<file path="src/sv/pitch_complementary_filter_top_assert.svh">
// Assertion macros used by the pitch filter top
`ifndef PITCH_COMPLEMENTARY_FILTER_TOP_ASSERT_SVH
`define PITCH_COMPLEMENTARY_FILTER_TOP_ASSERT_SVH

// same-cycle implication
`define PCF_ASSERT_NOW(lbl, clk, rst, ante, cons, msg) \
   lbl: assert property (@(posedge clk) disable iff (rst) (ante) |-> (cons)) else $error(msg);

// next-cycle implication
`define PCF_ASSERT_NEXT(lbl, clk, rst, ante, cons, msg) \
   lbl: assert property (@(posedge clk) disable iff (rst) (ante) |=> (cons)) else $error(msg);

`endif

</file>
<file path="src/sv/pcf_pkg.sv">
`default_nettype none
package pcf_pkg;

   localparam int SQRT_STEPS = 24;
   localparam int SQRT_CNT_W = 5;
   localparam int DIV_STEPS  = 60;
   localparam int DIV_CNT_W  = 6;
   localparam int CORD_W     = 28;

   localparam logic [1:0] CSR_TICK_RATE = 2'd0;
   localparam logic [1:0] CSR_ALPHA     = 2'd1;

   typedef struct packed {
      logic signed [15:0] accel_x;
      logic signed [15:0] accel_y;
      logic signed [15:0] accel_z;
      logic signed [19:0] gyro_rate;
      logic        [31:0] tick_now;
   } req_type;

   typedef struct packed {
      logic signed [31:0] pitch;
      logic               reloaded;
   } rsp_type;

   // atan(2^-i) in Q16 degrees
   function automatic logic signed [31:0] atan_q16(input logic [4:0] idx);
      logic signed [31:0] v;
      case (idx)
         5'd0:  v = 32'sd2949120;
         5'd1:  v = 32'sd1740967;
         5'd2:  v = 32'sd919879;
         5'd3:  v = 32'sd466945;
         5'd4:  v = 32'sd234379;
         5'd5:  v = 32'sd117304;
         5'd6:  v = 32'sd58666;
         5'd7:  v = 32'sd29335;
         5'd8:  v = 32'sd14668;
         5'd9:  v = 32'sd7334;
         5'd10: v = 32'sd3667;
         5'd11: v = 32'sd1833;
         5'd12: v = 32'sd917;
         5'd13: v = 32'sd458;
         5'd14: v = 32'sd229;
         5'd15: v = 32'sd115;
         5'd16: v = 32'sd57;
         5'd17: v = 32'sd29;
         5'd18: v = 32'sd14;
         5'd19: v = 32'sd7;
         5'd20: v = 32'sd4;
         5'd21: v = 32'sd2;
         5'd22: v = 32'sd1;
         default: v = 32'sd0;
      endcase
      return v;
   endfunction

endpackage
`default_nettype wire

</file>
<file path="src/sv/pcf_isqrt.sv">
`default_nettype none
module pcf_isqrt
   import pcf_pkg::*;
(
   input  wire logic        clock,
   input  wire logic        reset,
   input  wire logic        start,
   input  wire logic [47:0] radicand,
   output logic             busy,
   output logic [23:0]      root
);

   logic [47:0]           rad_ff, rad_in;
   logic [24:0]           rem_ff, rem_in;
   logic [23:0]           root_ff, root_in;
   logic [SQRT_CNT_W-1:0] cnt_ff, cnt_in;
   logic                  busy_ff, busy_in;
   logic [26:0]           rem_sh, trial;

   always_comb begin
      rem_sh  = {rem_ff, rad_ff[47:46]};
      trial   = {1'b0, root_ff, 2'b01};
      rad_in  = rad_ff;
      rem_in  = rem_ff;
      root_in = root_ff;
      cnt_in  = cnt_ff;
      busy_in = busy_ff;
      if (start) begin
         rad_in  = radicand;
         rem_in  = '0;
         root_in = '0;
         cnt_in  = '0;
         busy_in = 1'b1;
      end else if (busy_ff) begin
         rad_in = {rad_ff[45:0], 2'b00};
         if (rem_sh >= trial) begin
            rem_in  = 25'(rem_sh - trial);
            root_in = {root_ff[22:0], 1'b1};
         end else begin
            rem_in  = rem_sh[24:0];
            root_in = {root_ff[22:0], 1'b0};
         end
         cnt_in = cnt_ff + 1'b1;
         if (cnt_ff == SQRT_CNT_W'(SQRT_STEPS - 1)) busy_in = 1'b0;
      end
   end

   always_ff @(posedge clock) begin
      rad_ff  <= rad_in;
      rem_ff  <= rem_in;
      root_ff <= root_in;
      cnt_ff  <= cnt_in;
      if (reset) busy_ff <= 1'b0;
      else       busy_ff <= busy_in;
   end

   assign busy = busy_ff;
   assign root = root_ff;

endmodule
`default_nettype wire

</file>
<file path="config.mk">
export PLATFORM = sky130hd
export DESIGN_NAME = pcf_isqrt
export DESIGN_NICKNAME = d
export VERILOG_FILES = /design/src/sv/pitch_complementary_filter_top_assert.svh /design/src/sv/pcf_pkg.sv /design/src/sv/pcf_isqrt.sv
export SDC_FILE = /design/constraint.sdc
export NUM_CORES = 1
export LEC_CHECK = 0
export ABC_AREA = 1
export BUFFER_PORTS_ARGS = -buffer_cell sky130_fd_sc_hd__clkbuf_2
export CORE_MARGIN = 1
export CORE_UTILIZATION = 58
export DETAILED_ROUTE_END_ITERATION = 16
export MAX_ROUTING_LAYER = met4
export PLACE_DENSITY = 0.88
export SLEW_MARGIN = 10
export SYNTH_ARGS = -nofsm -noshare
export SYNTH_HDL_FRONTEND = slang
export SYNTH_SLANG_ARGS = --single-unit
</file>
<file path="constraint.sdc">
create_clock -name clock -period 3.6 [get_ports clock]
set_clock_uncertainty 0.05 [all_clocks]
set_input_delay 0.36 -clock clock [delete_from_list [all_inputs] [get_ports clock]]
set_output_delay 0.36 -clock clock [all_outputs]
set_load 0.05 [all_outputs]
</file>
==> results of run 1 <==
==> critical path: cells and delay by family, from the launching register on <==
family | cells | cell delay, ns
buffers and inverters | 2 | 0.32
adders and majority gates | 1 | 0.37
and+or+nand+nor | 7 | 0.93
DFF | 1 | 0.35
AOI/OAI and AO/OA | 2 | 0.36
==> cell usage after synthesis, drive strengths merged <==
master,n
nand2,335
a31oi,1
nor3,10
clkinv,1
o211ai,2
xnor2,10
o22ai,23
clkbuf,16
inv,106
buf,7
o21bai,4
o21ai,23
or2,3
ha,27
nand4,12
a21oi,25
nor2,58
dfxtp,55
and2,1
nand3,47
edfxtp,48
xor2,1
nand3b,2
==> flip-flops by register name, summed over array words and instances, names as in the netlist <==
name    flops
root       24
rem_ff     25
cnt_ff      5
busy        1
rad_ff     48
==> final timing paths <==
check	startpoint	to	slack, ns	cells past startpoint
setup reg to reg	root[18]	rem_ff[0]	1.12	12
hold / removal	reset	busy	0.10	2
hold reg to reg	cnt_ff[4]	cnt_ff[4]	0.41	1
setup / recovery	root[18]	rem_ff[0]	1.12	12
==> kinds of logic (layout without fill, tap and decap cells) <==
logic type | Yosys count | count (layout) | share of synthesized area
adder cells (fa/ha/maj) | 27 | 27 | 0.0572
AND/OR/NAND/NOR | 468 | 468 | 0.333
AO/OA/AOI/OAI | 78 | 78 | 0.0756
XOR/XNOR | 11 | 11 | 0.0163
buffers and inverters | 130 | 202 | 0.0873
flip-flops | 103 | 103 | 0.430
==> cell type report <==
class,count,area [µm²],share of cell area
Clock inverter,7,124,0.0187
Tap cell,133,166,0.0251
Multi-Input combinational cell,584,2850,0.430
Inverter,107,402,0.0606
Timing Repair Buffer,79,418,0.0631
Clock buffer,9,124,0.0187
Sequential cell,103,2540,0.384
==> layout by cell type (no fill, tap or decap), types with 3 or more instances in the layout <==
cell	instances
a21oi_1	22
a21oi_2	3
buf_4	3
clkbuf_2	75
clkbuf_8	9
dfxtp_1	55
edfxtp_1	48
ha_1	27
inv_1	101
inv_2	5
nand2_1	328
nand2_2	5
nand3_1	44
nand3_2	3
nand4_1	12
nor2_1	44
nor2_2	11
nor2_4	3
nor3_1	10
o21ai_0	22
o21bai_1	4
o22ai_1	23
or2_1	3
xnor2_1	10
==> through the flow <==
stage / area, µm² / hold slack, ns / instances / setup slack, ns
floorplan: 5910 / 0.372 / 817 / 0.592
global placement: 6380 / 0.393 / 1006 / 1.25
detailed placement: 6380 / 0.396 / 1006 / 1.25
CTS: 6630 / 0.0979 / 1022 / 1.13
global route: 6630 / 0.0981 / 1022 / 0.840
finish: 6630 / 0.103 / 1022 / 1.12
==> power by group <==
part	total, mW	switching (mW)	internal, mW
clock	0.878	0.461	0.418
sequential	1.50	0.0993	1.40
combinational	3.86	2.56	1.29
==> metal layers <==
metal  track usage  wire [µm]
met1         0.368       6280
met3        0.0427        651
met4        0.0758        238
met5             -          0
met2         0.417       5980
==> metrics.txt, run 1 <==
run status=completed; RSZ-0062 raised after global routing=no; Critical Path Max Stage Delay=0.37 ns; Hold-fix buffers, CTS=0; Core Area=slightly below 0.01 mm²; post-synth top area share=0.244; Remaining DRCs=0; class of the worst hold path=in -> reg; worst path cell trace=inv_1 -> ha_1 -> a21oi_1 -> o21ai_0 -> nand2_1 -> nand3_2 -> nor2_4 -> nand2_4 -> inv_2 -> nand2_1 -> nor2_1 -> nor2_1; largest net degree at the start of global routing=66; CP Class=reg -> reg; Post-Syn Instances=slightly above 800; top post-synthesis cells by area=edfxtp_1 (24%), nand2_1 (21%), dfxtp_1 (19%), inv_1 (6.5%), ha_1 (5.7%); clk slew on worst S/H paths=0.11 ns; Die Wd=between 100 and 150 µm; distinct cell type count of the synthesized netlist=35; Placer Congestion=approximately 1; # clock sinks=103; most area-hungry cell type in the Yosys netlist=edfxtp_1; Final Max Slew Viols=0; DPL Wire Length=9500 µm; H-tree levels=3; CP max-delay cell=ha_1; Final Routed Wirelength=13100 µm; Leak=about 3.4 nW; actual slew at the worst max-slew pin=0.763 ns; CTS tree=done; Pwr per Cell Area=942 mW/mm²; Post-Syn Area=0.00591 mm²; gr ovfl total=0; via count=5242; Net Count, Synth=a little under 900; total of max-cap violations=0; Nets=962; DR pass1 iterations=5; Max VDD drop=504 µV; cell row count=36; Layout fillers=898; YS warnings=0; Die Height=~100 µm; CP Launch Type=register; Clock Latency Late Sink=0.38 ns; Fin. Hold Viols=0; initial antenna violation count=0; setup violators final=0; Final Cycle Share=0.689; Avg Cell Area, Syn=7.23 µm²; cts repair resizes=0; CTS Root Cell=clkbuf_8; total CTS buffers=9; Req. time, crit path=~3.8 ns; GRT Total Usage=0.270; synthesis-stage register bit count=103; Area growth syn-to-layout=12.2%; post-synthesis sequential area ratio=0.430; Longest Clk Path Bufs=2; DR iter-0 viols=approximately 340; # IOs=76; WL per Instance=12.9 µm; # Post-CTS Setup Buffers=0; Starting Density=0.602; die area=about 0.011 mm²; ratio of cells with drive above 1 in the final layout=0.143; remaining antenna violation count=0; vias in the first global route=4617; vias per inst=approximately 5; Worst EP arrival=about 2.7 ns; I/O Buffers=75; Final TNS setup=0 ns; Slew headroom=0.491; Tmin final=about 2.5 ns; Final Util=0.675; first-pass GRT wire length=21400 µm; total power draw=6.24 mW; CP Capture Type=register; ant diodes=0; FMAX=a little over 0.4 GHz; worst-path maximum fanout=31
Note: power is estimated with default switching activity, not from simulation.
==> run 2, diff against run 1 <==
--- a/config.mk
+++ b/config.mk
@@ -5,7 +5,7 @@
 export SDC_FILE = /design/constraint.sdc
 export NUM_CORES = 1
 export LEC_CHECK = 0
-export ABC_AREA = 1
+export ABC_AREA = 0
 export BUFFER_PORTS_ARGS = -buffer_cell sky130_fd_sc_hd__clkbuf_2
 export CORE_MARGIN = 1
 export CORE_UTILIZATION = 58
==> constraint.sdc (replaced) <==
create_clock -name clock -period 2.4 [get_ports clock]
set_clock_uncertainty 0.05 [all_clocks]
set_input_delay 0.24 -clock clock [delete_from_list [all_inputs] [get_ports clock]]
set_output_delay 0.24 -clock clock [all_outputs]
set_load 0.05 [all_outputs]
==> metrics.txt, run 2 <==
run status=finished with violations; failing checks=setup timing; RSZ-0062 raised after global routing=yes; distinct cell type count of the synthesized netlist=60; I/O Buffers=75; ratio of cells with drive above 1 in the final layout=0.493; Post-Syn Instances=522; die area=between 0.009 and 0.01 mm²; largest net degree at the start of global routing=66; fraction of registers with async set/reset=0; vias in the first global route=4940; CTS tree=done; actual slew at the worst max-slew pin=0.964 ns; remaining antenna violation count=0; DR iter-0 viols=a little over 500; Post-Syn Area=0.00556 mm²; Nets=773; CP Class=reg -> reg; Critical Path Max Stage Delay=~0.50 ns; CP max-delay cell=a2111oi_4; Die Wd=99.9 µm; Tmin final=2.87 ns; worst-path maximum fanout=7; worst path cell trace=buf_4 -> ha_1 -> nand3_2 -> nor4_2 -> a32oi_1 -> nor2_2 -> a2111oi_4 -> o21ai_4 -> buf_6 -> buf_4 -> buf_6 -> o2bb2a_4 -> o21ai_2; ant diodes=0; Fin. Hold Viols=0; most area-hungry cell type in the Yosys netlist=edfxtp_1; Worst EP arrival=3.13 ns; CTS Root Cell=clkbuf_8; Most used DFF post-synth=dfxtp_1; Remaining DRCs=0; YS warnings=0; CP Capture Type=register; WP buf/inv=4; Final WS setup=-0.472 ns; # clock sinks=103; post-synth top area share=0.259; synthesis-stage register bit count=103; DR pass1 iterations=5; Longest Clk Path Bufs=2; Area after DPL=about 0.0070 mm²; initial antenna violation count=0; cell row count=35; CP Launch Type=register; first-pass GRT wire length=23900 µm; class of the worst hold path=in -> reg; Register-to-Register Path Depth=13; WL per Instance=20.9 µm; FMAX=about 0.35 GHz; Slew headroom=0.355; total of max-cap violations=0; DPL Wire Length=9540 µm; CP delay by family, top=compound AO/OA/AOI/OAI gates; Avg Cell Area, Syn=10.7 µm²; largest register by flop count=rad_ff; vias per inst=6.21; Net Count, Synth=600; top post-synthesis cells by area=edfxtp_1 (26%), dfxtp_1 (20%), mux2_2 (9.3%), mux2i_1 (7.0%), ha_1 (6.1%); Final Routed Wirelength=17300 µm; H-tree levels=3; via count=5146; total CTS buffers=9; total power draw=9.83 mW; Req. time, crit path=approximately 2.7 ns; hold depth=2; number of cells on the critical path=13; reg-to-reg slack, setup=-0.47 ns; number of synthesized flops with an enable pin=48; GRT Total Usage=0.316; Die Height=99.9 µm; Clock Latency Late Sink=0.39 ns; top-count cell post-synth=nor2_1; Final Max Slew Viols=0; commonest non-fill, non-tap cell in the layout=buf_4; Core Area=0.00928 mm²; Starting Density=0.599; post-synthesis sequential area ratio=0.457; Placer Congestion=between 0.9 and 1; setup violators final=26; clk slew on worst S/H paths=between 0.1 and 0.15 ns; Leak=3.18 nW; Design Area, Final=0.00762 mm²; most frequent cells in the layout=buf_4 (96), clkbuf_2 (74), nor2_1 (58); top cells by count, synth=nor2_1 (60), dfxtp_1 (55), edfxtp_1 (48); # IOs=76; Final Cycle Share=1.20; Area growth syn-to-layout=36.9%; Max VDD drop=899 µV; gr ovfl total=0; max reg flops=48; Pwr per Cell Area=1290 mW/mm²
run 2: repair_timing:
action | 4_1_cts | 5_1_grt
endpoints found under the hold margin | 1 | 0
pin swaps | 20 | 21
hold buffers | 1 | 0
buffers inserted | 9 | 6
endpoints found under the setup margin | 24 | 26
resized for setup | 33 | 31
run 2: worst register-to-register path, delay by kind of cell (launching register included):
family	cells	cell delay (ns)
flip-flops	1	0.45
AO/OA/AOI/OAI	5	1.21
buffers and inverters	4	0.61
AND/OR/NAND/NOR	3	0.29
adder cells (fa/ha/maj)	1	0.21
run 2: final cells by class:
| type | count | area, µm² |
|---|---|---|
| repair buffers | 185 | 1280 |
| multi-input cells | 365 | 3230 |
| fillers | 487 | 1670 |
| clock inverters | 7 | 88.8 |
| clock buffers | 9 | 124 |
| well taps | 129 | 161 |
| inverters | 31 | 119 |
| flip-flops and latches | 103 | 2620 |
run 2: through the flow:
stage	utilization	TNS, ns	hold WS (ns)	std cells	setup WS (ns)
floorplan	-	-1.93	0.262	522	-0.113
global placement	0.751	-1.41	0.349	800	-0.129
detailed placement	0.751	-3.22	0.347	800	-0.214
CTS	0.799	-2.44	0.000149	825	-0.187
global route	0.820	-11.14	0.0101	829	-0.561
finish	0.820	-8.34	0.0108	829	-0.472
run 2: per-layer routing:
layer / up-vias / global-route usage / wire, µm
li1: 2246 / - / -
met1: 2509 / 0.353 / 6610
met2: 305 / 0.547 / 8740
met3: 86 / 0.0564 / 1220
met4: 0 / 0.153 / 770
met5: - / - / 0
run 2: cells by family after synthesis:
kind of cell	share of synthesized area
muxes	0.165
AOI/OAI and AO/OA	0.140
adders and majority gates	0.0607
buffers and inverters	0.0387
DFF	0.457
and+or+nand+nor	0.0989
xor gates and xnor gates	0.0394
run 2: final timing paths:
check,startpoint,end
max,rad_ff[46],rem_ff[23]
min,start,rem_ff[22]
min reg2reg,root[18],root[18]
max reg2reg,rad_ff[46],rem_ff[23]
run 2: where the power goes:
part           switching [mW]  internal (mW)  leakage (nW)
clock network           0.744          0.432         0.107
registers               0.180           2.07         0.950
logic                    3.24           3.17          2.12
