**config.mk**
```make
export PLATFORM = sky130hd
export DESIGN_NAME = pcf_cordic
export DESIGN_NICKNAME = d
export VERILOG_FILES = /design/src/sv/pitch_complementary_filter_top_assert.svh /design/src/sv/pcf_pkg.sv /design/src/sv/pcf_cordic.sv
export SDC_FILE = /design/constraint.sdc
export NUM_CORES = 1
export LEC_CHECK = 0
export BUFFER_PORTS_ARGS = -buffer_cell sky130_fd_sc_hd__buf_4
export CAP_MARGIN = 20
export CORE_AREA = 10 10 192 194
export DETAILED_ROUTE_END_ITERATION = 16
export DIE_AREA = 0 0 202 204
export MAX_ROUTING_LAYER = met4
export PLACE_DENSITY = 0.61
export SETUP_SLACK_MARGIN = 0.02
export SYNTH_ARGS = -nofsm -noshare
export SYNTH_HDL_FRONTEND = slang
export SYNTH_SLANG_ARGS = --single-unit
```
**constraint.sdc**
```tcl
create_clock -name clock -period 5.34 [get_ports clock]
set_input_delay 0.801 -clock clock [delete_from_list [all_inputs] [get_ports clock]]
set_output_delay 0.801 -clock clock [all_outputs]
set_load 0.05 [all_outputs]
```
**src/sv/pitch_complementary_filter_top_assert.svh**
```systemverilog
// Assertion macros used by the pitch filter top
`ifndef PITCH_COMPLEMENTARY_FILTER_TOP_ASSERT_SVH
`define PITCH_COMPLEMENTARY_FILTER_TOP_ASSERT_SVH

// same-cycle implication
`define PCF_ASSERT_NOW(lbl, clk, rst, ante, cons, msg) \
   lbl: assert property (@(posedge clk) disable iff (rst) (ante) |-> (cons)) else $error(msg);

// next-cycle implication
`define PCF_ASSERT_NEXT(lbl, clk, rst, ante, cons, msg) \
   lbl: assert property (@(posedge clk) disable iff (rst) (ante) |=> (cons)) else $error(msg);

`endif

```
**src/sv/pcf_pkg.sv**
```systemverilog
`default_nettype none
package pcf_pkg;

   localparam int SQRT_STEPS = 24;
   localparam int SQRT_CNT_W = 5;
   localparam int DIV_STEPS  = 60;
   localparam int DIV_CNT_W  = 6;
   localparam int CORD_W     = 28;

   localparam logic [1:0] CSR_TICK_RATE = 2'd0;
   localparam logic [1:0] CSR_ALPHA     = 2'd1;

   typedef struct packed {
      logic signed [15:0] accel_x;
      logic signed [15:0] accel_y;
      logic signed [15:0] accel_z;
      logic signed [19:0] gyro_rate;
      logic        [31:0] tick_now;
   } req_type;

   typedef struct packed {
      logic signed [31:0] pitch;
      logic               reloaded;
   } rsp_type;

   // atan(2^-i) in Q16 degrees
   function automatic logic signed [31:0] atan_q16(input logic [4:0] idx);
      logic signed [31:0] v;
      case (idx)
         5'd0:  v = 32'sd2949120;
         5'd1:  v = 32'sd1740967;
         5'd2:  v = 32'sd919879;
         5'd3:  v = 32'sd466945;
         5'd4:  v = 32'sd234379;
         5'd5:  v = 32'sd117304;
         5'd6:  v = 32'sd58666;
         5'd7:  v = 32'sd29335;
         5'd8:  v = 32'sd14668;
         5'd9:  v = 32'sd7334;
         5'd10: v = 32'sd3667;
         5'd11: v = 32'sd1833;
         5'd12: v = 32'sd917;
         5'd13: v = 32'sd458;
         5'd14: v = 32'sd229;
         5'd15: v = 32'sd115;
         5'd16: v = 32'sd57;
         5'd17: v = 32'sd29;
         5'd18: v = 32'sd14;
         5'd19: v = 32'sd7;
         5'd20: v = 32'sd4;
         5'd21: v = 32'sd2;
         5'd22: v = 32'sd1;
         default: v = 32'sd0;
      endcase
      return v;
   endfunction

endpackage
`default_nettype wire

```
**src/sv/pcf_cordic.sv**
```systemverilog
`default_nettype none
module pcf_cordic
   import pcf_pkg::*;
#(
   parameter int ITERATIONS = 16
)(
   input  wire logic               clock,
   input  wire logic               reset,
   input  wire logic               start,
   input  wire logic [23:0]        x0,
   input  wire logic signed [23:0] y0,
   output logic                    busy,
   output logic signed [31:0]      angle
);

   localparam int CW = $clog2(ITERATIONS + 1);

   logic signed [CORD_W-1:0] x_ff, x_in, y_ff, y_in, xs, ys;
   logic signed [31:0]       z_ff, z_in, step_angle;
   logic [CW-1:0]            cnt_ff, cnt_in;
   logic                     busy_ff, busy_in;

   always_comb begin
      xs         = x_ff >>> cnt_ff;
      ys         = y_ff >>> cnt_ff;
      step_angle = atan_q16(5'(cnt_ff));
      x_in    = x_ff;
      y_in    = y_ff;
      z_in    = z_ff;
      cnt_in  = cnt_ff;
      busy_in = busy_ff;
      if (start) begin
         x_in    = CORD_W'($signed({1'b0, x0}));
         y_in    = CORD_W'(y0);
         z_in    = '0;
         cnt_in  = '0;
         busy_in = 1'b1;
      end else if (busy_ff) begin
         // y exactly zero leaves the vector alone
         if (y_ff > 0) begin
            x_in = x_ff + ys;
            y_in = y_ff - xs;
            z_in = z_ff + step_angle;
         end else if (y_ff < 0) begin
            x_in = x_ff - ys;
            y_in = y_ff + xs;
            z_in = z_ff - step_angle;
         end
         cnt_in = cnt_ff + 1'b1;
         if (cnt_ff == CW'(ITERATIONS - 1)) busy_in = 1'b0;
      end
   end

   always_ff @(posedge clock) begin
      x_ff   <= x_in;
      y_ff   <= y_in;
      z_ff   <= z_in;
      cnt_ff <= cnt_in;
      if (reset) busy_ff <= 1'b0;
      else       busy_ff <= busy_in;
   end

   assign busy  = busy_ff;
   assign angle = z_ff;

endmodule
`default_nettype wire

```
==> results of run 1 <==
## stage by stage
stage / cell area, sq um / setup WS, ns / cells
floorplan: 14200 / -0.154 / 1698
global placement: 17500 / -0.381 / 2468
detailed placement: 17500 / -0.443 / 2468
CTS: 18400 / -0.252 / 2513
global route: 19300 / -0.445 / 2552
finish: 19300 / -0.245 / 2552
## worst min path at each step
| stage | from | endpoint | slack (ns) | cells past startpoint |
|---|---|---|---|---|
| after floorplan | x_ff[25] | x_ff[25] | 0.49 | 2 |
| after global placement | angle[5] | angle[5] | 0.47 | 2 |
| after detailed placement | angle[10] | angle[10] | 0.47 | 2 |
| after CTS | angle[10] | angle[10] | 0.48 | 2 |
| after global routing | reset | busy | 0.50 | 2 |
| final | angle[10] | angle[10] | 0.48 | 2 |
## per-layer routing
metal  vias up  global-route usage (%)  wire length (microns)  share of wire, %
met2       555                    38.8                  24300                47
li1       7161                       -                      -                 -
met3       127                    3.53                   3080               5.9
met5         -                       -                      0                 0
met4         0                    9.80                   1860               3.6
met1      7365                    31.3                  22800                44
## cells in the final DEF (no fill, tap or decap), drive strengths merged, types with 29 or more instances in the layout
cell type  synthesis  final
o21ai            146    146
mux2i             55     55
edfxtp            52     52
nor2             144    144
nand2            198    198
ha               102    102
mux4              71     71
xnor2             78     78
buf               31    469
inv               57     67
nor3              35     35
dfxtp             64     64
xor2              51     51
a21oi            146    146
a21o              29     29
## state kept, by name, summed over array words and instances (netlist names)
register and cells:
step_angle 22, busy 1, angle 32, cnt_ff 5
y_ff 28, x_ff 28
## cells by family (layout without fill, tap and decap cells)
| kind of cell | Yosys count | in the layout |
|---|---|---|
| mux | 145 | 145 |
| fa+ha+maj | 105 | 105 |
| compound gates | 520 | 520 |
| buf+inv | 154 | 560 |
| flops | 116 | 116 |
| xor+xnor | 130 | 130 |
| simple gates | 528 | 528 |
## critical path, delay by kind of cell (launching register included)
kind	cells	cell delay, ns
AND/OR/NAND/NOR	4	1.44
adder cells (fa/ha/maj)	1	0.28
XOR/XNOR	2	0.38
multiplexers	3	1.34
AO/OA/AOI/OAI	9	1.56
flip-flops	1	0.43
## area by class of cell
class	instances	share of cell area, %
Sequential cell	116	14.8
Clock buffer	18	2.33
Clock inverter	14	0.668
Timing Repair Buffer	470	19.3
Tap cell	448	2.91
Inverter	58	1.13
Multi-Input combinational cell	1428	58.9
## repair_timing
action | CTS | global route
resized for setup | 57 | 139
cloned | 0 | 1
hold buffers | 0 | 0
pin swaps | 25 | 49
setup buffers | 13 | 38
setup endpoints to repair | 27 | 39
hold endpoints to repair | 0 | 0
==> results_dict.tcl, run 1 <==
set metrics [dict create \
    rsz0062_at_grt "true" \
    maxCapViolCount 0 \
    rrSetupSlack_ns -0.25 \
    tns_ns -1.88 \
    drtAntennaViolNets 0 \
    cts-root-buf "clkbuf_16" \
    crit_slowest_cell "or4b_4" \
    die_area_sq_um 41200 \
    insertion_delay_ns 0.45 \
    synth.distinct_cells 82 \
    avgSynthCellArea_sq_um 8.26 \
    cts_max_level 4 \
    endpoint "y_ff[27]" \
    postSynthCellCount 1698 \
    synth_area_leaders "mux4_2, edfxtp_1, dfxtp_1" \
    worstSetupStartpoint "cnt_ff[1]" \
    numClockSinks 116 \
    fmax_mhz 179 \
    fp.dieW_microns 202 \
    wl_per_cell_microns 20.4 \
    synth_edf_count 52 \
    ys.flop_type "dfxtp_1" \
    grt_pass1_vias 14500 \
    drt_pre_antenna_iters 6 \
    r2r-end "y_ff[27]" \
    port_buffers 83 \
    ys_ff_latch 116 \
    r2r_start "cnt_ff[1]" \
    grt_usage_pct 24.6 \
    finalSetupViolCount 15 \
    synth-xor-area-share_pct 8.21 \
    start_util_pct 42.4 \
    antenna_found_initial 0 \
    fp.dieH_microns 204 \
    slowest_delay_ns 0.54 \
    diodes 0 \
    synth_top_family_by_area "compound AO/OA/AOI/OAI gates" \
    worst_pin_slew_ns 0.975 \
    coreArea_sq_um 33100 \
    drt_wl_total_mm 52.1 \
    timing.final.ws_setup_ns -0.245 \
    gp_congestion 0.987 \
    crit_path_max_fanout 8 \
    ff_latch_area_sq_um 2850 \
    holdWs_ns 0.476 \
    overflow 0 \
    path_cells "mux4_2, mux2_4, mux4_2, or4b_4, or4b_4, or2_4, o31ai_4, xor2_1, ha_1, a21o_1, a211oi_2, o21ai_2, a31oi_2, nand3_1, a31o_2, a21o_1, a21oi_2, xnor3_1, o21ai_1" \
    fill_cells 2935 \
    multiInputGateArea_sq_um 11400 \
    cts_tree "built" \
    clkTransAtPathRegs_ns 0.07 \
    yosysWarnings 0 \
    synthAdderAreaFrac_pct 9.52 \
    drive_gt1_share_pct 35.2 \
    report.final.hold_viol_count 0 \
    grt_pass1_wl_mm 79.4 \
    vias 15200 \
    syn2layout_area_growth_pct 37.5 \
    row_count 67 \
    fin_crit_sh_pct 105 \
    violations "setup timing" \
    cts_buffer_depth 2 \
    rr_worst_depth 19 \
    min_period_ns 5.59 \
    final_net_count 2247 \
    hpwl_mm 39.1 \
    synth_compound_area_share_pct 23.2 \
    synth_largest_area_cell "mux4_2" \
    drv_slew 0 \
    hold_path_class "reg2reg" \
    synth_seq_area_share_pct 20.3 \
    ios 84 \
    viasPerCell 5.96 \
    yosys.area_share.simple_pct 17.5 \
    fin_util_pct 58.3 \
    crit_required_ns 5.65 \
    outcome "finished with violations" \
    synth.mux.area_fraction_pct 16.8 \
    worst_setup_path_end_kind "register" \
    route.detailed.drc 0 \
    syn_nets 1854 \
    grt_max_degree 70 \
    syn_area_sq_um 14000 \
    crit_type "reg2reg" \
    drt_iter0_drc 1338 \
    finClkSkew_ns 0.0139 \
    yosysTopAreaCellShare_pct 11.4 \
    crit_arrival_ns 5.89 \
    relSlewSlack_pct 34.8 \
    synth_most_common_cell "nand2_1" \
    critPathLaunchType "register" \
    synth-async-reset-ratio_pct 0 \
    numCtsBuffers 17 \
    synthTopCellsByCount "nand2_1, a21oi_1, nor2_1, o21ai_0, ha_1" \
]
Power of run 1 is left out: the tool's default activity adds up to more than one toggle a clock period on the data nets, which glitch-free logic cannot reach.
==> run 2: changes to the inputs <==
--- a/config.mk
+++ b/config.mk
@@ -7,12 +7,13 @@
 export LEC_CHECK = 0
 export BUFFER_PORTS_ARGS = -buffer_cell sky130_fd_sc_hd__buf_4
 export CAP_MARGIN = 20
-export CORE_AREA = 10 10 192 194
+export CORE_AREA = 2 2 184 186
 export DETAILED_ROUTE_END_ITERATION = 16
-export DIE_AREA = 0 0 202 204
+export DIE_AREA = 0 0 186 188
 export MAX_ROUTING_LAYER = met4
 export PLACE_DENSITY = 0.61
 export SETUP_SLACK_MARGIN = 0.02
+export SKIP_LAST_GASP = 1
 export SYNTH_ARGS = -nofsm -noshare
 export SYNTH_HDL_FRONTEND = slang
 export SYNTH_SLANG_ARGS = --single-unit
==> run 2 against run 1 <==
Compared with the run above:
- the flow still finishes with violations (setup timing)
- routed wire length decreased by 0.13%
- register-to-register slack got worse by 0.15 ns
- die area decreased by 15%
- hold slack improved by 0.00089 ns
- fmax decreased by 2.5%
- global-route usage increased by 5.8 points
- highest routed layer unchanged
- clock skew increased by 0.0035 ns
- count of clock-buffer cells in the layout increased by 3
==> results_dict.tcl, run 2 (synthesis results as in run 1) <==
set metrics [dict create \
    outcome "finished with violations" \
    violations "setup timing" \
    timing.final.ws_setup_ns -0.391 \
    layout.cells.non_filler 2568 \
    cts_max_level 4 \
    drt_wl_total_mm 52.0 \
    row_count 67 \
    critPathLaunchType "register" \
    drt_pre_antenna_iters 6 \
    cts_buffer_depth 2 \
    final_net_count 2263 \
    diodes 0 \
    overflow 0 \
    finClkSkew_ns 0.0174 \
    rr_worst_depth 21 \
    gp_congestion 0.980 \
    coreArea_sq_um 33100 \
    grt_pass1_vias 14600 \
    crit_required_ns 5.52 \
    insertion_delay_ns 0.46 \
    worst_pin_slew_ns 0.914 \
    rsz0062_at_grt "true" \
    finalSetupViolCount 21 \
    grt_pass1_wl_mm 80.6 \
    hpwl_mm 39.7 \
    fp.dieW_microns 186 \
    antenna_found_initial 0 \
    start_util_pct 42.4 \
    final_cell_mix "buf_4, nand2_1, nor2_1" \
    numClockSinks 116 \
    hold_end "angle[24]" \
    r2r-end "y_ff[26]" \
    drt_iter0_drc 1345 \
    port_buffers 83 \
    crit_path_max_fanout 6 \
    r2r_start "cnt_ff[1]" \
    dp_cells 2508 \
    ios 84 \
    grt_usage_pct 30.4 \
    route.detailed.drc 0 \
    tns_ns -4.76 \
    fmax_mhz 174 \
    worst_setup_path_end_kind "register" \
    fp.dieH_microns 188 \
    cts_tree "built" \
    pre_cts_slack_ns -0.489 \
    fin_crit_sh_pct 107 \
    worstSetupStartpoint "cnt_ff[1]" \
    fill_cells 3045 \
    layout_commonest_cell "buf_4" \
    min_period_ns 5.73 \
    die_area_sq_um 35000 \
    report.final.hold_viol_count 0 \
    syn2layout_area_growth_pct 37.0 \
    vias 15300 \
    holdBufCountCts 0 \
    viasPerCell 5.95 \
    place_area_sq_um 17800 \
    rrSetupSlack_ns -0.39 \
    clkTransAtPathRegs_ns 0.06 \
    stdcell_area_sq_um 19200 \
    min_delay_path_depth 2 \
    maxCapViolCount 0 \
    relSlewSlack_pct 38.9 \
    cts-root-buf "clkbuf_16" \
    drive_gt1_share_pct 34.8 \
    crit_type "reg2reg" \
    hp-start "angle[24]" \
    grt_max_degree 56 \
    drv_slew 0 \
    numCtsBuffers 17 \
    drtAntennaViolNets 0 \
    largest_register_ffs 32 \
    wl_per_cell_microns 20.3 \
    crit_arrival_ns 5.91 \
    hold_path_class "reg2reg" \
]
## run 2: cell count changes in the layout (fill, tap and decap cells not counted), moves of 4 or more
cell | before | now
buf_4 | 443 | 468
mux2i_4 | 4 | 0
buf_12 | 8 | 2
inv_8 | 5 | 0
mux2i_2 | 0 | 4
xnor2_1 | 67 | 71
o21ai_0 | 102 | 112
o21ai_1 | 31 | 24
## run 2: final cells by class
class / count / area, sq um / share of cell area, %
sequential: 116 / 2850 / 14.8
clock inverter: 11 / 158 / 0.820
timing repair buffer: 486 / 3740 / 19.5
multi-input combinational: 1428 / 11200 / 58.3
tap: 448 / 561 / 2.92
clock buffer: 21 / 493 / 2.56
inverter: 58 / 218 / 1.13
## run 2: what timing repair did
item / in CTS / in global routing
setup endpoints to repair: 34 / 43
pin swaps: 45 / 55
endpoints found under the hold margin: 0 / 0
resized for setup: 54 / 93
setup buffers: 12 / 19
## run 2: worst max path at each step
stage                           to  slack (ns)  depth (start not counted)
after CTS                 x_ff[26]       -0.38                         21
after detailed placement  x_ff[26]       -0.49                         21
after global placement    x_ff[24]       -0.41                         21
after global routing      y_ff[27]       -0.60                         23
after floorplan           y_ff[27]       -0.15                         20
final                     y_ff[26]       -0.39                         21
## run 2: layer usage
metal	vias to the layer above	track usage (%)	part of all wire, %
li1	7193	-	-
met1	7394	39.7	43
met2	579	48.1	47
met3	101	4.66	6.2
met4	0	10.4	3.0
met5	-	-	0
## run 2: per-stage QoR
stage | utilization (%) | hold WS, ns
floorplan | - | 0.493
global placement | 53.7 | 0.463
detailed placement | 53.7 | 0.471
CTS | 56.5 | 0.480
global route | 58.1 | 0.498
finish | 58.1 | 0.477
## run 2: critical path, stage by stage (launching register included)
cell      delay [ns]
dfxtp_4         0.41
buf_6           0.12
mux4_2          0.51
mux2_4          0.29
mux4_2          0.53
or4b_4          0.51
or4b_4          0.58
or3_4           0.41
nand2_2         0.08
xor2_1          0.14
ha_1            0.29
a21o_1          0.23
a21oi_4         0.18
nand2_2         0.08
nand2_2         0.10
a31oi_4         0.04
o31ai_2         0.20
buf_4           0.19
o211ai_1        0.10
a31oi_1         0.23
xor2_1          0.17
o21ai_1         0.07
Power of run 2 is left out for the same reason.
