$ cat src/sv/pitch_complementary_filter_top_assert.svh
// Assertion macros used by the pitch filter top
`ifndef PITCH_COMPLEMENTARY_FILTER_TOP_ASSERT_SVH
`define PITCH_COMPLEMENTARY_FILTER_TOP_ASSERT_SVH

// same-cycle implication
`define PCF_ASSERT_NOW(lbl, clk, rst, ante, cons, msg) \
   lbl: assert property (@(posedge clk) disable iff (rst) (ante) |-> (cons)) else $error(msg);

// next-cycle implication
`define PCF_ASSERT_NEXT(lbl, clk, rst, ante, cons, msg) \
   lbl: assert property (@(posedge clk) disable iff (rst) (ante) |=> (cons)) else $error(msg);

`endif

$ cat src/sv/pcf_pkg.sv
`default_nettype none
package pcf_pkg;

   localparam int SQRT_STEPS = 24;
   localparam int SQRT_CNT_W = 5;
   localparam int DIV_STEPS  = 60;
   localparam int DIV_CNT_W  = 6;
   localparam int CORD_W     = 28;

   localparam logic [1:0] CSR_TICK_RATE = 2'd0;
   localparam logic [1:0] CSR_ALPHA     = 2'd1;

   typedef struct packed {
      logic signed [15:0] accel_x;
      logic signed [15:0] accel_y;
      logic signed [15:0] accel_z;
      logic signed [19:0] gyro_rate;
      logic        [31:0] tick_now;
   } req_type;

   typedef struct packed {
      logic signed [31:0] pitch;
      logic               reloaded;
   } rsp_type;

   // atan(2^-i) in Q16 degrees
   function automatic logic signed [31:0] atan_q16(input logic [4:0] idx);
      logic signed [31:0] v;
      case (idx)
         5'd0:  v = 32'sd2949120;
         5'd1:  v = 32'sd1740967;
         5'd2:  v = 32'sd919879;
         5'd3:  v = 32'sd466945;
         5'd4:  v = 32'sd234379;
         5'd5:  v = 32'sd117304;
         5'd6:  v = 32'sd58666;
         5'd7:  v = 32'sd29335;
         5'd8:  v = 32'sd14668;
         5'd9:  v = 32'sd7334;
         5'd10: v = 32'sd3667;
         5'd11: v = 32'sd1833;
         5'd12: v = 32'sd917;
         5'd13: v = 32'sd458;
         5'd14: v = 32'sd229;
         5'd15: v = 32'sd115;
         5'd16: v = 32'sd57;
         5'd17: v = 32'sd29;
         5'd18: v = 32'sd14;
         5'd19: v = 32'sd7;
         5'd20: v = 32'sd4;
         5'd21: v = 32'sd2;
         5'd22: v = 32'sd1;
         default: v = 32'sd0;
      endcase
      return v;
   endfunction

endpackage
`default_nettype wire

$ cat src/sv/pcf_divider.sv
`default_nettype none
module pcf_divider
   import pcf_pkg::*;
(
   input  wire logic        clock,
   input  wire logic        reset,
   input  wire logic        start,
   input  wire logic [59:0] dividend,
   input  wire logic [16:0] divisor,
   output logic             busy,
   output logic [59:0]      quotient
);

   logic [59:0]          quo_ff, quo_in;
   logic [16:0]          rem_ff, rem_in, div_ff, div_in;
   logic [DIV_CNT_W-1:0] cnt_ff, cnt_in;
   logic                 busy_ff, busy_in;
   logic [17:0]          rem_sh;

   // restoring division, one quotient bit a cycle; quo_ff doubles as dividend shifter
   always_comb begin
      rem_sh  = {rem_ff, quo_ff[59]};
      quo_in  = quo_ff;
      rem_in  = rem_ff;
      div_in  = div_ff;
      cnt_in  = cnt_ff;
      busy_in = busy_ff;
      if (start) begin
         quo_in  = dividend;
         rem_in  = '0;
         div_in  = divisor;
         cnt_in  = '0;
         busy_in = 1'b1;
      end else if (busy_ff) begin
         if (rem_sh >= {1'b0, div_ff}) begin
            rem_in = 17'(rem_sh - {1'b0, div_ff});
            quo_in = {quo_ff[58:0], 1'b1};
         end else begin
            rem_in = rem_sh[16:0];
            quo_in = {quo_ff[58:0], 1'b0};
         end
         cnt_in = cnt_ff + 1'b1;
         if (cnt_ff == DIV_CNT_W'(DIV_STEPS - 1)) busy_in = 1'b0;
      end
   end

   always_ff @(posedge clock) begin
      quo_ff <= quo_in;
      rem_ff <= rem_in;
      div_ff <= div_in;
      cnt_ff <= cnt_in;
      if (reset) busy_ff <= 1'b0;
      else       busy_ff <= busy_in;
   end

   assign busy     = busy_ff;
   assign quotient = quo_ff;

endmodule
`default_nettype wire

$ cat config.mk
export PLATFORM = sky130hd
export DESIGN_NAME = pcf_divider
export DESIGN_NICKNAME = d
export VERILOG_FILES = /design/src/sv/pitch_complementary_filter_top_assert.svh /design/src/sv/pcf_pkg.sv /design/src/sv/pcf_divider.sv
export SDC_FILE = /design/constraint.sdc
export NUM_CORES = 1
export LEC_CHECK = 0
export BUFFER_PORTS_ARGS = -buffer_cell sky130_fd_sc_hd__buf_4
export CAP_MARGIN = 25
export CORE_AREA = 2 2 107 109
export DETAILED_ROUTE_END_ITERATION = 8
export DIE_AREA = 0 0 109 111
export PLACE_DENSITY = 0.82
export SETUP_SLACK_MARGIN = 0.05
export SYNTH_ARGS = -nofsm -noshare
export SYNTH_HDL_FRONTEND = slang
export SYNTH_SLANG_ARGS = --single-unit
$ cat constraint.sdc
create_clock -name clock -period 2.95 [get_ports clock]
set_clock_uncertainty 0.2 [all_clocks]
set_input_delay 0.1475 -clock clock [delete_from_list [all_inputs] [get_ports clock]]
set_output_delay 0.1475 -clock clock [all_outputs]
set_load 0.01 [all_outputs]
==> results of run 1 <==
[cells in the final DEF (no fill, tap or decap), types with 4 or more instances in the layout]
cell and instances:
edfxtp_1 77, nand2b_1 7, a21o_1 11, inv_1 22
o21ai_0 6, xnor2_1 8, dlygate4sd3_1 79, dfxtp_1 24
mux2i_1 8, nand2_1 19, a31oi_1 4, a21oi_1 13
nand4_1 4, a211oi_1 8, buf_4 147, xor2_1 6
clkbuf_16 9, nor2_1 27, ha_1 17, mux2_2 60
[through the flow]
| step | TNS (ns) | instances | hold slack [ns] | util, % |
|---|---|---|---|---|
| 2_1_floorplan | 0 | 395 | 0.0199 | - |
| 3_3_place_gp | 0 | 670 | 0.118 | 56.5 |
| 3_5_place_dp | 0 | 670 | 0.117 | 56.5 |
| 4_1_cts | 0 | 765 | 0.282 | 66.1 |
| 5_1_grt | -0.105 | 768 | 0.325 | 66.6 |
| 6_report | 0 | 768 | 0.305 | 66.6 |
[critical path, delay by kind of cell (launching register included)]
| family | cells | cell delay (ns) |
|---|---|---|
| compound gates | 5 | 1.18 |
| fa+ha+maj | 2 | 0.50 |
| buf+inv | 2 | 0.15 |
| flops | 1 | 0.40 |
| mux | 1 | 0.32 |
[worst min path at each step]
stage | start | to | slack, ns | cells after the start
2_1_floorplan | reset | busy | 0.02 | 1
3_3_place_gp | reset | busy | 0.12 | 2
3_5_place_dp | reset | busy | 0.12 | 2
4_1_cts | rem_ff[2] | rem_ff[2] | 0.28 | 2
5_1_grt | reset | busy | 0.33 | 3
6_report | rem_ff[4] | rem_ff[4] | 0.30 | 2
[cells in the mapped netlist (2+ instances only)]
cell type	number	area share, %
xnor2_1	8	1.4
a21oi_1	13	1.3
o21bai_1	2	0.30
a31oi_1	4	0.50
nand4_1	4	0.50
nand2b_1	7	0.87
mux2i_1	8	1.6
or3_1	3	0.37
inv_1	25	1.9
nand2_1	19	1.4
a311oi_1	3	0.52
nand4b_1	2	0.35
o21ai_0	6	0.60
xor2_1	6	1.0
o21a_1	3	0.45
a311o_1	2	0.40
dfxtp_1	24	9.6
nor2_1	27	2.0
nand3_1	2	0.20
a211oi_1	9	1.3
o21ai_1	3	0.30
clkbuf_1	11	0.82
mux2_2	60	13
a21o_1	12	1.8
buf_1	2	0.15
and2_1	3	0.37
edfxtp_1	77	46
o211ai_1	3	0.45
nor3b_1	2	0.30
buf_6	2	0.45
ha_1	18	4.5
[area by class of cell]
class / instances / area (sq um) / share of cell area, %
Sequential cell: 101 / 2790 / 37.8
Multi-Input combinational cell: 253 / 2100 / 28.5
Timing Repair Buffer: 230 / 1930 / 26.2
Clock buffer: 10 / 229 / 3.10
Tap cell: 143 / 179 / 2.42
Inverter: 25 / 93.8 / 1.27
Clock inverter: 6 / 46.3 / 0.627
[kinds of logic (layout without fill, tap and decap cells)]
group / count (synthesis) / count (layout) / share of synthesized area [%]
flops: 101 / 101 / 55.5
compound gates: 77 / 77 / 11.2
simple gates: 74 / 74 / 7.19
mux: 69 / 69 / 15.3
buf+inv: 41 / 271 / 3.38
fa+ha+maj: 19 / 19 / 4.88
xor+xnor: 14 / 14 / 2.44
[registers in the layout, indices dropped and copies added (netlist names)]
name / flops
div_ff: 17
cnt_ff: 6
quotient: 60
busy: 1
rem_ff: 17
[per-layer routing]
metal  vias up  part of all wire, %
met2       224                   49
met5         -                    0
met3        43                  8.2
met1      2028                   39
li1       1934                    -
met4         0                  3.1
[timing repair]
action                                  in CTS  in global routing
gates resized for setup                      0                 12
setup buffers                                0                  2
hold buffers                                79                  0
hold endpoints to repair                    82                  0
endpoints found under the setup margin       0                 15
[report_power, final]
| part | internal [mW] | leakage, nW | switching, mW |
|---|---|---|---|
| clock | 0.580 | 0.130 | 0.539 |
| combinational | 0.502 | 1.96 | 0.453 |
| sequential | 1.69 | 0.967 | 0.0932 |
==> flow_summary.yaml, run 1 <==
status:
  outcome: "finished, final reports clean"
clock_tree:
  cts_buffers: 9
  h-tree-depth: 3
  clockBufferDepth: 2
  cts-root-buf: "clkbuf_16"
  clock_latency_ns: 0.35
  cts_tree: "yes"
  clk_pin_slew_worst_paths_ns: 0.07
  numClockSinks: 101
critical_path:
  worst-path-max-fanout: 5
  worstPathCellList: "inv_2 -> ha_4 -> inv_2 -> fa_2 -> a21o_1 -> a221oi_4 -> o211ai_2 -> a21o_4 -> mux2_4 -> a211oi_2"
  crit_path_end_kind: "flip-flop"
  crit_arrival_ns: 2.90
  crit_path_start: "quotient[59]"
  cp.required_ns: 3.01
  cp-endpoint: "rem_ff[0]"
  crit_type: "flip-flop to flip-flop"
  startpoint_type: "flip-flop"
  r2r_end: "rem_ff[0]"
  reg2reg_slack_ns: 0.11
  reg2regPathDepth: 10
  r2r-start: "quotient[59]"
  worst_path_most_repeated_cell: "inv_2"
  crit_slowest_cell: "edfxtp_1"
  cpPeakStageDelay_ns: 0.40
placement:
  io_buffers: 140
  place_area_sq_mm: 0.00625
  gp_congestion: 0.840
  hpwl_um: 8450
  place_ws_ns: 0.101
timing:
  rsz0062_at_grt: "yes"
  hold_viol_final: 0
  setup_violations: 0
  slew_violations: 0
  post-route-min-period_ns: 2.84
  worst_slew_pin_slew_ns: 0.773
  relSlewSlack_pct: 48.5
  post-route-period-util_pct: 96.4
  max_freq_ghz: 0.352
  layout_setup_ws_ns: 0.107
grt:
  grt_max_degree: 61
  grt_use_met1_pct: 30.9
  grt-ovfl-total: 0
  antenna_found_initial: 0
  met3_usage_pct: 6.58
  grt-busiest-layer: "met2"
  track_usage_pct: 24.8
  grt_pass1_wl_um: 23100
  met2_usage_pct: 40.6
  grt_pass1_vias: 4431
drt:
  drtAntennaViolNets: 0
  drc: 0
  firstDrtPassIters: 5
  viasPerCell: 5.51
  drtIter0Drc: 261
  routed_wl_um: 14800
  vias: 4229
  wl_per_cell_um: 19.3
logic_synthesis:
  yosysWarnings: 0
  async_reset_ff_share_pct: 0
  ys.flop_type: "edfxtp_1"
  syn-num-nets: 494
  syn_inst: 395
  seq_area_frac_synth_pct: 55.5
  ys_ff_latch: 101
  syn_area_per_cell_sq_um: 12.7
  syn_area_sq_mm: 0.00503
  synth_cell_type_count: 56
  synth_edf_count: 77
finish:
  drive_gt1_share_pct: 38.4
  syn_to_final_growth_pct: 46.7
  nFillCells: 697
  antennaDiodeCount: 0
  final_area_sq_mm: 0.00738
  nNetsFinal: 719
power:
  power_mw: 3.86
  powerDensity_mw_per_mm2: 523
  vdd_drop_max_v: 0.000300
  p_leak_nw: 3.06
floorplan:
  die_y_um: 111
  die_w_um: 109
  design.core.area_sq_mm: 0.0111
  start_util_pct: 45.4
  die_area_sq_mm: 0.0121
  fp-row-count: 39
  ioPinCount: 141
run:
  drv_cap: 0
worst_hold_path:
  min_path_type: "flip-flop to flip-flop"
Power figures use the tool's default switching activity.
==> run 2, diff against run 1 <==
Settings changed: CORE_AREA 2 2 107 109 to 2 2 145 147, CTS_CLUSTER_DIAMETER set to 150, DIE_AREA 0 0 109 111 to 0 0 147 149, PLACE_DENSITY 0.82 to not set.
==> flow_summary.yaml, run 2 (synthesized netlist as in run 1, its figures left out) <==
clock_tree:
  cts_buffers: 9
  numClockSinks: 101
  clock_latency_ns: 0.35
  clk_pin_slew_worst_paths_ns: 0.07
  cts_tree: "yes"
  h-tree-depth: 3
  clockBufferDepth: 2
  cts-root-buf: "clkbuf_16"
critical_path:
  worst-path-max-fanout: 4
  reg2reg_slack_ns: 0.17
  worst-path-buf-inv: 3
  worst_path_most_repeated_cell: "a21o_1"
  cp.required_ns: 2.85
  crit_slowest_cell: "edfxtp_1"
  worstPathCellList: "inv_2 -> ha_1 -> inv_1 -> fa_2 -> a21o_1 -> a221oi_4 -> o211ai_2 -> a21o_1 -> buf_4 -> mux2_2"
  startpoint_type: "flip-flop"
  cpPeakStageDelay_ns: 0.40
  crit_type: "flip-flop to flip-flop"
  crit_arrival_ns: 2.68
  crit_path_end_kind: "flip-flop"
  path_delay_family: "compound AO/OA/AOI/OAI gates"
power:
  powerDensity_mw_per_mm2: 511
  vdd_drop_max_v: 0.000268
  p_leak_nw: 3.07
timing:
  setup_tns_ns: 0
  relSlewSlack_pct: 54.8
  slew_violations: 0
  hold_ws_ns: 0.00591
  hold_viol_final: 0
  layout_setup_ws_ns: 0.166
  max_freq_ghz: 0.359
  post-route-period-util_pct: 94.4
  rsz0062_at_grt: "yes"
  post-route-min-period_ns: 2.78
  worst_slew_pin_slew_ns: 0.679
  setup_violations: 0
drt:
  vias: 3933
  drtIter0Drc: 192
  drc: 0
  drtAntennaViolNets: 0
  routed_wl_um: 13000
  viasPerCell: 4.38
  wl_per_cell_um: 14.5
  firstDrtPassIters: 4
finish:
  syn_to_final_growth_pct: 49.9
  drive_gt1_share_pct: 38.0
  largest_reg_flops: 60
  antennaDiodeCount: 0
  nNetsFinal: 717
  nFillCells: 2062
  layout_commonest_cell: "buf_4"
  final_core_util_pct: 36.7
  final_cell_mix: "buf_4, dlygate4sd3_1, edfxtp_1"
  final_area_sq_mm: 0.00754
grt:
  grt_max_degree: 52
  grt-ovfl-total: 0
  track_usage_pct: 12.1
  grt_pass1_wl_um: 21300
  grt_pass1_vias: 4188
  antenna_found_initial: 0
placement:
  place_area_sq_mm: 0.00642
  place_ws_ns: 0.112
  hpwl_um: 8760
  gp_congestion: 0.844
  io_buffers: 140
floorplan:
  design.core.area_sq_mm: 0.0206
  start_util_pct: 24.5
  ioPinCount: 141
  die_y_um: 149
  die_area_sq_mm: 0.0219
  fp-row-count: 53
  die_w_um: 147
status:
  outcome: "finished, final reports clean"
run:
  drv_cap: 0
worst_hold_path:
  min_path_type: "primary input to flip-flop"
[run 2: final timing paths]
path,from,endpoint,depth (start not counted)
min reg2reg,rem_ff[2],rem_ff[2],2
max,quotient[59],quotient[0],10
max reg2reg,quotient[59],quotient[0],10
min,start,rem_ff[2],4
[run 2: worst min-delay path, cell delays in order]
cell,delay [ns]
buf_4,0.10
nor2_1,0.11
nand2_1,0.10
o21ai_1,0.05
[run 2: power breakdown]
part           switching, mW  internal, mW
combinational          0.417         0.498
clock                  0.580         0.588
sequential            0.0802          1.69
total                   1.08          2.78
[run 2: metal layers]
layer / vias to the layer above / wire, um / GRT usage, %
met5: - / 0 / 0
met3: 13 / 798 / 4.19
met2: 113 / 6530 / 21.0
li1: 1933 / - / -
met1: 1874 / 5510 / 14.2
met4: 0 / 148 / 3.65
[run 2: repair_timing]
action,in CTS,in global routing
hold endpoints to repair,78,0
setup endpoints to repair,0,13
setup buffers,0,3
hold buffers,78,0
resized for setup,0,8
[run 2: area by class of cell]
type,count,area [sq um],share of cell area (%)
multi-input cells,253,2090,27.7
flip-flops and latches,101,2790,37.1
clock buffers,9,225,2.99
clock inverters,7,57.6,0.764
repair buffers,228,1940,25.7
well taps,275,344,4.57
inverters,25,93.8,1.25
[run 2: through the flow]
stage | total power, mW | std cells
global route | 4.05 | 898
CTS | 3.88 | 895
finish | 3.85 | 898
detailed placement | 2.61 | 801
floorplan | 2.27 | 395
global placement | 2.59 | 801
==> run 3, diff against run 2 <==
Settings changed: CORE_AREA 2 2 145 147 to 2 2 107 109, CTS_CLUSTER_SIZE set to 28, DIE_AREA 0 0 147 149 to 0 0 109 111, PLACE_DENSITY set to 0.75.
==> flow_summary.yaml, run 3 (synthesized netlist as in run 1, its figures left out) <==
critical_path:
  crit_path_end_kind: "flip-flop"
  worst-path-buf-inv: 3
  cp.required_ns: 2.85
  worst-path-max-fanout: 4
  worstPathCellList: "inv_1 -> ha_1 -> inv_1 -> fa_2 -> a21o_1 -> a221oi_4 -> o211ai_2 -> a21o_1 -> buf_4 -> mux2_2"
  r2r_end: "quotient[0]"
  reg2regPathDepth: 10
  crit_slowest_cell: "edfxtp_1"
  crit_arrival_ns: 2.75
  path_delay_family: "compound AO/OA/AOI/OAI gates"
  crit_type: "flip-flop to flip-flop"
  r2r-start: "quotient[59]"
  reg2reg_slack_ns: 0.10
  cpPeakStageDelay_ns: 0.39
  startpoint_type: "flip-flop"
worst_hold_path:
  min_path_type: "primary input to flip-flop"
  min_from: "start"
  hold_path_depth: 4
  hold_end: "rem_ff[2]"
timing:
  post-route-min-period_ns: 2.85
  hold_ws_ns: 0.0210
  relSlewSlack_pct: 48.1
  layout_setup_ws_ns: 0.102
  setup_tns_ns: 0
  worst_slew_pin_slew_ns: 0.779
  rsz0062_at_grt: "yes"
  post-route-period-util_pct: 96.6
  hold_viol_final: 0
  slew_violations: 0
  max_freq_ghz: 0.351
  setup_violations: 0
floorplan:
  start_util_pct: 45.4
  fp-row-count: 39
  die_area_sq_mm: 0.0121
  ioPinCount: 141
  design.core.area_sq_mm: 0.0111
  die_y_um: 111
  die_w_um: 109
drt:
  wl_per_cell_um: 16.7
  drtAntennaViolNets: 0
  drtIter0Drc: 195
  vias: 4019
  viasPerCell: 5.26
  routed_wl_um: 12800
  drc: 0
  firstDrtPassIters: 4
finish:
  syn_to_final_growth_pct: 46.8
  nNetsFinal: 715
  layout_commonest_cell: "buf_4"
  final_area_sq_mm: 0.00738
  drive_gt1_share_pct: 37.5
  final_core_util_pct: 66.6
  largest_reg_flops: 60
  final_cell_mix: "buf_4, dlygate4sd3_1, edfxtp_1"
  antennaDiodeCount: 0
run:
  drv_cap: 0
power:
  powerDensity_mw_per_mm2: 536
  p_leak_nw: 3.07
  vdd_drop_max_v: 0.000345
grt:
  antenna_found_initial: 0
  grt_max_degree: 102
  grt_pass1_vias: 4243
  track_usage_pct: 22.0
  grt_pass1_wl_um: 20800
  grt-ovfl-total: 0
placement:
  place_ws_ns: 0.132
  io_buffers: 140
  place_area_sq_mm: 0.00626
  hpwl_um: 8010
  gp_congestion: 0.888
clock_tree:
  clk_pin_slew_worst_paths_ns: 0.07
  clock_latency_ns: 0.35
  h-tree-depth: 3
  numClockSinks: 101
  cts_buffers: 9
  cts-root-buf: "clkbuf_16"
  clockBufferDepth: 2
  cts_tree: "yes"
status:
  outcome: "finished, final reports clean"
==> run 3: what timing repair did <==
item                                   4_1_cts  5_1_grt
hold buffers                                78        0
setup endpoints to repair                    0       10
resized for setup                            0        4
setup buffers                                0        1
endpoints found under the hold margin       78        0
==> run 3: worst max-delay path by stage <==
stage	from	endpoint	slack, ns	depth (start not counted)
after floorplan	quotient[59]	quotient[0]	0.07	11
after global placement	quotient[59]	rem_ff[7]	0.28	11
after detailed placement	quotient[59]	rem_ff[6]	0.13	11
after CTS	quotient[59]	rem_ff[6]	0.09	11
after global routing	quotient[59]	quotient[0]	0.03	10
final	quotient[59]	quotient[0]	0.10	10
==> run 3: power by group <==
group	leakage [nW]	switching, mW	internal, mW
logic	1.95	0.424	0.491
clock network	0.154	0.527	0.744
registers	0.967	0.0812	1.69
total	3.07	1.03	2.93
==> run 3: final cells by class <==
class / count / area, sq um
multi-input combinational: 253 / 2090
clock buffer: 10 / 229
inverter: 25 / 93.8
clock inverter: 6 / 86.3
tap: 143 / 179
sequential: 101 / 2790
fill: 774 / 3700
timing repair buffer: 226 / 1910
==> run 3: worst min-delay path: stages <==
cell and delay (ns):
buf_4 0.10, nor2_1 0.12, nand2_1 0.10, o21ai_1 0.05
==> run 3: per-layer routing <==
metal,GRT usage (%),up-vias,share of wire [%]
met5,0,-,0
met3,7.47,22,8.3
met4,9.49,0,2.4
met1,26.6,1924,40
li1,-,1923,-
met2,35.4,150,49
==> run 3: metrics by stage <==
step,power (mW),std cells
after floorplan,2.27,395
final,3.96,764
after global placement,2.59,669
after global routing,4.13,764
after CTS,3.97,763
after detailed placement,2.61,669
